$ cat src/sv/ssu16_pkg.sv
// ----------------------------------------------------------------------------
// ssu16_pkg
// shared widths, defaults and control bundles of the shell sort block
// ----------------------------------------------------------------------------
`default_nettype none

package ssu16_pkg;

  localparam int unsigned DataW       = 16;
  localparam int unsigned MaxItemsDef = 64;

  // memory port controls from the sequencer
  typedef struct packed {
    logic rd_en;
    logic wr_en;
  } mem_ctl_t;

  // output register controls from the sequencer
  typedef struct packed {
    logic load;
    logic last;
    logic ovf;
  } out_ctl_t;

endpackage

`default_nettype wire

$ cat src/sv/ssu16_if.sv
// ----------------------------------------------------------------------------
// ssu16_if
// valid/ready channels of the shell sort block, input and result side
// ----------------------------------------------------------------------------
`default_nettype none

interface ssu16_in_if import ssu16_pkg::*; ();
  logic             valid;
  logic             ready;
  logic [DataW-1:0] value;
  logic             is_final;

  modport source (output valid, output value, output is_final, input ready);
  modport sink   (input valid, input value, input is_final, output ready);
endinterface

interface ssu16_out_if import ssu16_pkg::*; ();
  logic             valid;
  logic             ready;
  logic [DataW-1:0] sorted_value;
  logic             end_of_run;
  logic             overflow;

  modport source (output valid, output sorted_value, output end_of_run,
                  output overflow, input ready);
  modport sink   (input valid, input sorted_value, input end_of_run,
                  input overflow, output ready);
endinterface

`default_nettype wire

$ cat src/sv/shell_sort_u16_core.sv
// ----------------------------------------------------------------------------
// shell_sort_u16_core
// gathers a run of unsigned 16-bit words and returns them in ascending order
// ----------------------------------------------------------------------------
// usage:
//   in_if carries one word per handshake; is_final closes the run. words are
//   stored one per cycle into an on-chip store of MAX_ITEMS entries; words
//   beyond capacity are dropped and overflow is set on every result of that
//   run. a final word that does not fit still starts the sort.
//   after the final word the block sorts in place by shell sort (gap n/2,
//   halving each pass, gapped insertion by swaps). every compare takes a read
//   of both entries and then a compare; a swap adds a write of each entry in
//   turn, since the store has a single write port. results leave on out_if,
//   smallest first, end_of_run on the largest; each result passes through a
//   store read, a register load and a handshake. a stall holds the output
//   register and the sequencer. in_if is not ready from the final word until
//   the last result is taken. reset clears the run count, the overflow flag
//   and the sequencer; the store needs no clearing, only written entries are
//   read.
// ----------------------------------------------------------------------------
`default_nettype none

module shell_sort_u16_core import ssu16_pkg::*; #(
  parameter int unsigned MAX_ITEMS = MaxItemsDef
) (
  input  wire logic     clk_i,
  input  wire logic     rst_ni,
  ssu16_in_if.sink      in_if,
  ssu16_out_if.source   out_if
);

  localparam int unsigned AW = (MAX_ITEMS > 1) ? $clog2(MAX_ITEMS) : 1;

  mem_ctl_t         mem_ctl;
  out_ctl_t         out_ctl;
  logic [AW-1:0]    rd_addr_a;
  logic [AW-1:0]    rd_addr_b;
  logic [AW-1:0]    wr_addr;
  logic [DataW-1:0] wr_data;
  logic [DataW-1:0] rd_data_a;
  logic [DataW-1:0] rd_data_b;
  logic             in_ready;
  logic             out_fire;
  logic             in_fire;

  // result register, valid is control state
  logic             out_valid_q, out_valid_d;
  logic [DataW-1:0] sorted_q;
  logic             eor_q;
  logic             ovf_q;

  ssu16_ctrl #(
    .MAX_ITEMS(MAX_ITEMS)
  ) u_ctrl (
    .clk_i       (clk_i),
    .rst_ni      (rst_ni),
    .in_valid_i  (in_if.valid),
    .in_value_i  (in_if.value),
    .in_final_i  (in_if.is_final),
    .in_ready_o  (in_ready),
    .rd_data_a_i (rd_data_a),
    .rd_data_b_i (rd_data_b),
    .mem_o       (mem_ctl),
    .rd_addr_a_o (rd_addr_a),
    .rd_addr_b_o (rd_addr_b),
    .wr_addr_o   (wr_addr),
    .wr_data_o   (wr_data),
    .out_o       (out_ctl),
    .out_done_i  (out_fire)
  );

  ssu16_mem #(
    .MAX_ITEMS(MAX_ITEMS)
  ) u_mem (
    .clk_i       (clk_i),
    .ctl_i       (mem_ctl),
    .rd_addr_a_i (rd_addr_a),
    .rd_addr_b_i (rd_addr_b),
    .wr_addr_i   (wr_addr),
    .wr_data_i   (wr_data),
    .rd_data_a_o (rd_data_a),
    .rd_data_b_o (rd_data_b)
  );

  assign in_if.ready = in_ready;
  assign in_fire     = in_if.valid && in_ready;
  assign out_fire    = out_valid_q && out_if.ready;

  // load on the cycle after the store read, drop on handshake
  always_comb begin
    out_valid_d = out_valid_q;
    if (out_ctl.load) begin
      out_valid_d = 1'b1;
    end else if (out_fire) begin
      out_valid_d = 1'b0;
    end
  end

  always_ff @(posedge clk_i or negedge rst_ni) begin
    if (!rst_ni) begin
      out_valid_q <= 1'b0;
    end else begin
      out_valid_q <= out_valid_d;
    end
  end

  always_ff @(posedge clk_i) begin
    if (out_ctl.load) begin
      sorted_q <= rd_data_a;
      eor_q    <= out_ctl.last;
      ovf_q    <= out_ctl.ovf;
    end
  end

  assign out_if.valid        = out_valid_q;
  assign out_if.sorted_value = sorted_q;
  assign out_if.end_of_run   = eor_q;
  assign out_if.overflow     = ovf_q;

  // no new run word while a result is pending
  a_no_load_during_output: assert property (
    @(posedge clk_i) disable iff (!rst_ni) in_fire |-> !out_valid_q
  ) else $error("input word accepted while a result is pending");

  // single write port: never a read and a write of the store together
  a_mem_port_exclusive: assert property (
    @(posedge clk_i) disable iff (!rst_ni) !(mem_ctl.rd_en && mem_ctl.wr_en)
  ) else $error("store read and write in the same cycle");

  // the last result of a run hands the block back to the input side
  a_run_end_reopens: assert property (
    @(posedge clk_i) disable iff (!rst_ni)
      (out_fire && out_if.end_of_run) |=> in_ready
  ) else $error("input not ready after the end of a run");

  // a new result is only loaded into an empty output register
  a_load_into_empty: assert property (
    @(posedge clk_i) disable iff (!rst_ni) out_ctl.load |-> !out_valid_q
  ) else $error("result register overwritten before handshake");

endmodule

`default_nettype wire

$ cat src/sv/ssu16_mem.sv
// ----------------------------------------------------------------------------
// ssu16_mem
// element store: one write port, two read ports with registered data
// ----------------------------------------------------------------------------
`default_nettype none

module ssu16_mem import ssu16_pkg::*; #(
  parameter int unsigned MAX_ITEMS = MaxItemsDef,
  localparam int unsigned AW = (MAX_ITEMS > 1) ? $clog2(MAX_ITEMS) : 1
) (
  input  wire logic             clk_i,
  input  wire mem_ctl_t         ctl_i,
  input  wire logic [AW-1:0]    rd_addr_a_i,
  input  wire logic [AW-1:0]    rd_addr_b_i,
  input  wire logic [AW-1:0]    wr_addr_i,
  input  wire logic [DataW-1:0] wr_data_i,
  output logic      [DataW-1:0] rd_data_a_o,
  output logic      [DataW-1:0] rd_data_b_o
);

  logic [DataW-1:0] mem_q [MAX_ITEMS];
  logic [DataW-1:0] rd_data_a_q;
  logic [DataW-1:0] rd_data_b_q;

  always_ff @(posedge clk_i) begin
    if (ctl_i.wr_en) begin
      mem_q[wr_addr_i] <= wr_data_i;
    end
  end

  // read data holds until the next read
  always_ff @(posedge clk_i) begin
    if (ctl_i.rd_en) begin
      rd_data_a_q <= mem_q[rd_addr_a_i];
      rd_data_b_q <= mem_q[rd_addr_b_i];
    end
  end

  assign rd_data_a_o = rd_data_a_q;
  assign rd_data_b_o = rd_data_b_q;

endmodule

`default_nettype wire

$ cat src/sv/ssu16_ctrl.sv
// ----------------------------------------------------------------------------
// ssu16_ctrl
// load, gapped insertion sort and read-out sequencer over the element store
// ----------------------------------------------------------------------------
`default_nettype none

module ssu16_ctrl import ssu16_pkg::*; #(
  parameter int unsigned MAX_ITEMS = MaxItemsDef,
  localparam int unsigned AW = (MAX_ITEMS > 1) ? $clog2(MAX_ITEMS) : 1,
  localparam int unsigned CW = $clog2(MAX_ITEMS + 1)
) (
  input  wire logic             clk_i,
  input  wire logic             rst_ni,
  input  wire logic             in_valid_i,
  input  wire logic [DataW-1:0] in_value_i,
  input  wire logic             in_final_i,
  output logic                  in_ready_o,
  input  wire logic [DataW-1:0] rd_data_a_i,
  input  wire logic [DataW-1:0] rd_data_b_i,
  output mem_ctl_t              mem_o,
  output logic      [AW-1:0]    rd_addr_a_o,
  output logic      [AW-1:0]    rd_addr_b_o,
  output logic      [AW-1:0]    wr_addr_o,
  output logic      [DataW-1:0] wr_data_o,
  output out_ctl_t              out_o,
  input  wire logic             out_done_i
);

  typedef enum logic [8:0] {
    S_LOAD  = 9'b000000001,
    S_READ  = 9'b000000010,
    S_CMP   = 9'b000000100,
    S_WLO   = 9'b000001000,
    S_WHI   = 9'b000010000,
    S_ORD   = 9'b000100000,
    S_OLD   = 9'b001000000,
    S_OHOLD = 9'b010000000,
    S_IDLE2 = 9'b100000000
  } ssu16_state_e;

  ssu16_state_e state_q, state_d;
  logic [CW-1:0] count_q, count_d;
  logic          drop_q, drop_d;
  logic [AW-1:0] gap_q, gap_d;
  logic [AW-1:0] outer_q, outer_d;
  logic [AW-1:0] lo_q, lo_d;
  logic [AW-1:0] k_q, k_d;

  logic          has_room;
  logic [CW-1:0] n_new;
  logic [AW-1:0] hi_addr;
  logic [CW-1:0] outer_inc;
  logic          outer_more;
  logic [AW-1:0] gap_half;
  logic          k_last;

  assign has_room   = count_q < CW'(MAX_ITEMS);
  assign n_new      = has_room ? count_q + CW'(1) : count_q;
  assign hi_addr    = lo_q + gap_q;
  assign outer_inc  = CW'(outer_q) + CW'(1);
  assign outer_more = ((CW+1)'(outer_inc) + (CW+1)'(gap_q)) < (CW+1)'(count_q);
  assign gap_half   = gap_q >> 1;
  assign k_last     = (CW'(k_q) + CW'(1)) == count_q;

  always_comb begin
    state_d     = state_q;
    count_d     = count_q;
    drop_d      = drop_q;
    gap_d       = gap_q;
    outer_d     = outer_q;
    lo_d        = lo_q;
    k_d         = k_q;
    in_ready_o  = 1'b0;
    mem_o       = '0;
    rd_addr_a_o = lo_q;
    rd_addr_b_o = hi_addr;
    wr_addr_o   = lo_q;
    wr_data_o   = rd_data_b_i;
    out_o       = '0;

    unique case (state_q)
      S_LOAD: begin
        in_ready_o = 1'b1;
        wr_addr_o  = count_q[AW-1:0];
        wr_data_o  = in_value_i;
        if (in_valid_i) begin
          mem_o.wr_en = has_room;
          count_d     = n_new;
          if (!has_room) begin
            drop_d = 1'b1;
          end
          if (in_final_i) begin
            gap_d   = AW'(n_new >> 1);
            outer_d = '0;
            lo_d    = '0;
            k_d     = '0;
            state_d = ((n_new >> 1) == '0) ? S_ORD : S_READ;
          end
        end
      end
      S_READ: begin
        mem_o.rd_en = 1'b1;
        state_d     = S_CMP;
      end
      S_CMP, S_WHI: begin
        if (state_q == S_WHI) begin
          mem_o.wr_en = 1'b1;
          wr_addr_o   = hi_addr;
          wr_data_o   = rd_data_a_i;
        end
        if ((state_q == S_CMP) && (rd_data_a_i > rd_data_b_i)) begin
          state_d = S_WLO;
        end else if ((state_q == S_WHI) && (lo_q >= gap_q)) begin
          // keep sinking the element down the gap chain
          lo_d    = lo_q - gap_q;
          state_d = S_READ;
        end else if (outer_more) begin
          outer_d = outer_inc[AW-1:0];
          lo_d    = outer_inc[AW-1:0];
          state_d = S_READ;
        end else begin
          gap_d   = gap_half;
          outer_d = '0;
          lo_d    = '0;
          state_d = (gap_half == '0) ? S_ORD : S_READ;
        end
      end
      S_WLO: begin
        mem_o.wr_en = 1'b1;
        state_d     = S_WHI;
      end
      S_ORD: begin
        mem_o.rd_en = 1'b1;
        rd_addr_a_o = k_q;
        state_d     = S_OLD;
      end
      S_OLD: begin
        out_o.load = 1'b1;
        out_o.last = k_last;
        out_o.ovf  = drop_q;
        state_d    = S_OHOLD;
      end
      S_OHOLD: begin
        if (out_done_i) begin
          if (k_last) begin
            count_d = '0;
            drop_d  = 1'b0;
            state_d = S_LOAD;
          end else begin
            k_d     = k_q + AW'(1);
            state_d = S_ORD;
          end
        end
      end
      default: begin
        state_d = S_LOAD;
      end
    endcase
  end

  always_ff @(posedge clk_i or negedge rst_ni) begin
    if (!rst_ni) begin
      state_q <= S_LOAD;
      count_q <= '0;
      drop_q  <= 1'b0;
      gap_q   <= '0;
      outer_q <= '0;
      lo_q    <= '0;
      k_q     <= '0;
    end else begin
      state_q <= state_d;
      count_q <= count_d;
      drop_q  <= drop_d;
      gap_q   <= gap_d;
      outer_q <= outer_d;
      lo_q    <= lo_d;
      k_q     <= k_d;
    end
  end

endmodule

`default_nettype wire
$ cat src/flat_wrapper.sv
// flat-port wrapper written by rule: the top's interface ports become plain ports
module shell_sort_u16_core_flat import ssu16_pkg::*;
#(
  parameter int unsigned MAX_ITEMS = MaxItemsDef
)
  (clk_i, rst_ni, in_if_valid, in_if_value, in_if_is_final, in_if_ready, out_if_valid, out_if_sorted_value, out_if_end_of_run, out_if_overflow, out_if_ready);
  ssu16_in_if in_if_i ();
  ssu16_out_if out_if_i ();
  input  wire logic clk_i;
  input  wire logic rst_ni;
  input wire logic [$bits(in_if_i.valid)-1:0] in_if_valid;
  input wire logic [$bits(in_if_i.value)-1:0] in_if_value;
  input wire logic [$bits(in_if_i.is_final)-1:0] in_if_is_final;
  output wire logic [$bits(in_if_i.ready)-1:0] in_if_ready;
  output wire logic [$bits(out_if_i.valid)-1:0] out_if_valid;
  output wire logic [$bits(out_if_i.sorted_value)-1:0] out_if_sorted_value;
  output wire logic [$bits(out_if_i.end_of_run)-1:0] out_if_end_of_run;
  output wire logic [$bits(out_if_i.overflow)-1:0] out_if_overflow;
  input wire logic [$bits(out_if_i.ready)-1:0] out_if_ready;
  assign in_if_i.valid = in_if_valid;
  assign in_if_i.value = in_if_value;
  assign in_if_i.is_final = in_if_is_final;
  assign in_if_ready = in_if_i.ready;
  assign out_if_valid = out_if_i.valid;
  assign out_if_sorted_value = out_if_i.sorted_value;
  assign out_if_end_of_run = out_if_i.end_of_run;
  assign out_if_overflow = out_if_i.overflow;
  assign out_if_i.ready = out_if_ready;
  shell_sort_u16_core #(.MAX_ITEMS(MAX_ITEMS)) u_core (.clk_i(clk_i), .rst_ni(rst_ni), .in_if(in_if_i), .out_if(out_if_i));
endmodule
$ cat config.mk
export PLATFORM = sky130hd
export DESIGN_NAME = shell_sort_u16_core_flat
export DESIGN_NICKNAME = d
export VERILOG_FILES = /design/src/sv/ssu16_pkg.sv /design/src/sv/ssu16_if.sv /design/src/sv/shell_sort_u16_core.sv /design/src/sv/ssu16_mem.sv /design/src/sv/ssu16_ctrl.sv /design/src/flat_wrapper.sv
export SDC_FILE = /design/constraint.sdc
export NUM_CORES = 2
export LEC_CHECK = 0
export ABC_AREA = 0
export BUFFER_PORTS_ARGS = -buffer_cell sky130_fd_sc_hd__buf_2
export CORE_MARGIN = 2
export CORE_UTILIZATION = 40
export CTS_BUF_LIST = sky130_fd_sc_hd__clkbuf_16
export CTS_CLUSTER_DIAMETER = 50
export DETAILED_ROUTE_END_ITERATION = 6
export GPL_ROUTABILITY_DRIVEN = 0
export GPL_TIMING_DRIVEN = 0
export PLACE_DENSITY_LB_ADDON = 0.15
export RECOVER_POWER = 50
export SLEW_MARGIN = 20
export SYNTH_ARGS = -nofsm -noshare
export SYNTH_HDL_FRONTEND = slang
export SYNTH_HIERARCHICAL = 1
export SYNTH_SLANG_ARGS = --single-unit
export TNS_END_PERCENT = 20
$ cat constraint.sdc
create_clock -name clk_i -period 5.6 [get_ports clk_i]
set_clock_uncertainty 0.1 [all_clocks]
set_input_delay 0.56 -clock clk_i [delete_from_list [all_inputs] [get_ports clk_i]]
set_output_delay 0.56 -clock clk_i [all_outputs]
set_load 0.02 [all_outputs]
==> results.ini <==
[setup_path]
required_ns = 5.93
slowest_stage = nor4_1
crit_path_end_kind = flip-flop
arrival_ns = 6.16
critPathKind = reg -> reg
crit_chain = inv_1, ha_1, clkbuf_1, inv_1, a21oi_1, xor2_1, clkbuf_1, clkbuf_2, clkdlybuf4s15_1, a211oi_1, nor4_1
worst-path-buf-inv = 6
slowest_delay_ns = 0.99
startpoint_type = flip-flop
critPathMaxFanout = 10
crit_family = buffers and inverters

[outcome]
outcome = finished with violations
failed_checks = capacitance limit, slew limit, setup timing

[timing]
clock.fmax_mhz = 171
finalWorstSetupSlack_ns = -0.235
rsz0062_at_grt = yes
finalHoldViolCount = 0
finalMaxSlewViolations = 58
tightest_slew_ns = 2.36
max_slew_margin = -0.571
finalSetupViolations = 3
finalCritPeriodShare = 1.04
finalCriticalPeriod_ns = 5.83

[clocking]
clk_pin_slew_ns = 0.06
cts_max_level = 4
cts_num_sinks = 1115
numCtsBuffers = 138
clock_path_buffers = 3
cts_root_buf = clkbuf_16
cts_tree = yes
clk_latency_ns = 0.78

[synth]
synth.avg_cell_area_um2 = 17.4
synth_nets = 3157
yosys_warnings = 6
synthArstFlopShare = 0.0368
synthCells = 3090
synth.cell_area_um2 = 53700
yosysSeqAreaShare = 0.620
synth_ff_type = edfxtp_1
synth-seq-cells = 1115
synth_edf_count = 1074
yosysUniqueCellTypes = 76

[die]
core-area_um2 = 133000
rows = 134
boundaryPins = 41
die_height_um = 370
start_util = 0.403
fp.dieArea_um2 = 137000
dieWidth_um = 370

[global_routing]
track_usage = 0.279
grt_overflow_total = 0
grt_pass1_wl_um = 264000
antenna_found_initial = 9
grt_max_degree = 65
grt_pass1_vias = 33900

[placement]
dp_hpwl_um = 136000
io_buffers = 40
dp_slack_ns = -0.118

[routing]
remaining_drc_errors = 0
viasPerCell = 6.48
totalWireLength_um = 192000
drt_iter0_drc = 4688
num_vias = 33800
firstDrtPassIters = 6
drt-wirelength-per-cell_um = 36.9
drtAntennaViolNets = 0

[power]
p_leak_nw = 22.7
ir_drop_mv = 0.309
p_per_area_nw_per_um2 = 290

[cells_and_area]
syn_to_final_growth_pct = 15.7
fin_util = 0.466
final_nets = 3390
drive_above_1_share = 0.329
fillers = 11200

[job]
maxCapViolCount = 2

[hold_path]
hp-class = in -> reg

[power breakdown]
part           switching, mW  internal, mW  total [mW]  leakage [nW]
Clock                   3.62          5.34        8.95          2.33
Sequential                 0          9.00        9.00          12.7
Combinational         0.0110       0.00659      0.0176          7.67
Total                   3.63          14.3        18.0          22.7
[kinds of logic after synthesis]
| kind of cell | synth area share |
|---|---|
| flops | 0.620 |
| mux | 0.236 |
| compound gates | 0.0617 |
| simple gates | 0.0371 |
| buf+inv | 0.0300 |
| fa+ha+maj | 0.0111 |
| xor+xnor | 0.00424 |
[synthesized netlist by cell type (all sizes together) (40+ instances only)]
master / number / share of area
a211oi: 101 / 0.014
a21oi: 53 / 0.0049
buf: 172 / 0.022
clkbuf: 61 / 0.0046
dfrtp: 40 / 0.019
edfxtp: 1074 / 0.60
ha: 43 / 0.010
inv: 47 / 0.0033
mux2: 154 / 0.032
mux2i: 153 / 0.029
mux4: 416 / 0.17
nand2: 130 / 0.0091
nor2: 129 / 0.0092
o21ai: 73 / 0.0069
o22ai: 72 / 0.0084
[what timing repair did]
item / CTS / global route
hold endpoints to repair: 42 / 0
resized for setup: 4 / 33
hold buffers: 3 / 0
pin swaps: 2 / 2
endpoints found under the setup margin: 103 / 474
buffers inserted: 3 / 1
[placed cells by master, fill, tap and decap left out, drive strengths merged, types with 25 or more instances in the layout]
cell type,count
a211oi,101
mux2,154
buf,240
o22ai,72
a221o,25
mux4,416
nor4,29
a21oi,53
mux2i,153
o21ai,73
ha,43
edfxtp,1074
nor2,129
nand2,130
dfrtp,40
clkinv,45
a31oi,28
clkbuf,225
inv,91
a22oi,35
[flip-flops by register name, summed over array words and instances, names as in the netlist, 6 cells and up]
register	cells
u_core/u_ctrl/state_q	8
u_core/u_mem/rd_data_a_o	16
u_core/u_ctrl/k_q	6
u_core/u_ctrl/outer_q	6
u_core/out_if.sorted_value	16
u_core/u_mem/mem_q	1024
u_core/u_ctrl/lo_q	6
u_core/u_ctrl/gap_q	6
u_core/u_ctrl/count_q	7
u_core/u_mem/rd_data_b_o	16
[layout make-up]
class	instances	area (µm²)	area share
Buffer	232	1420	0.0229
Tap cell	1768	2210	0.0356
Antenna cell	7	17.5	0.000282
Clock buffer	144	3600	0.0581
Sequential cell	1115	33300	0.536
Timing Repair Buffer	94	940	0.0151
Multi-Input combinational cell	1692	19400	0.313
Inverter	50	188	0.00302
Clock inverter	108	976	0.0157
[tightest hold or removal path, cell delays in order]
cell	delay [ns]
buf_2	0.11
a221o_4	0.18
buf_16	0.21
[stage by stage]
step	TNS (ns)	cell area [µm²]	hold WS (ns)	std cells	power, mW
final	-0.302	62100	0.400	5210	18.0
after global routing	-1.66	62000	0.427	5206	18.4
after global placement	-476.53	56100	0.379	4898	9.19
after floorplan	0	53700	0.164	3090	9.18
after detailed placement	-2.69	57300	0.403	4945	9.19
after CTS	0	62000	0.365	5203	18.1
[routing by layer]
layer / vias to the layer above / share of wire / track usage / wire, µm
li1: 13400 / - / - / -
met1: 17900 / 0.38 / 0.359 / 73300
met2: 1988 / 0.45 / 0.421 / 86400
met3: 475 / 0.10 / 0.0870 / 20200
met4: 10 / 0.062 / 0.156 / 12000
met5: - / 0.0013 / 0.00455 / 253
[final timing paths]
| check | startpoint | endpoint | slack (ns) | cells past startpoint |
|---|---|---|---|---|
| setup / recovery | u_core/u_ctrl/gap_q[2] | u_core/u_mem/rd_data_b_o[15] | -0.23 | 11 |
| hold / removal | in_if_value[11] | u_core/u_mem/mem_q[17][11] | 0.40 | 3 |
| setup reg to reg | u_core/u_ctrl/gap_q[2] | u_core/u_mem/rd_data_b_o[15] | -0.23 | 11 |
| hold reg to reg | u_core/u_ctrl/drop_q | u_core/u_ctrl/drop_q | 0.42 | 1 |
| max in group asynchronous | rst_ni | u_core/u_ctrl/outer_q[1] | 3.11 | 2 |
| min in group asynchronous | rst_ni | u_core/u_ctrl/state_q[6] | 0.94 | 2 |
(Power assumes the default switching activity.)
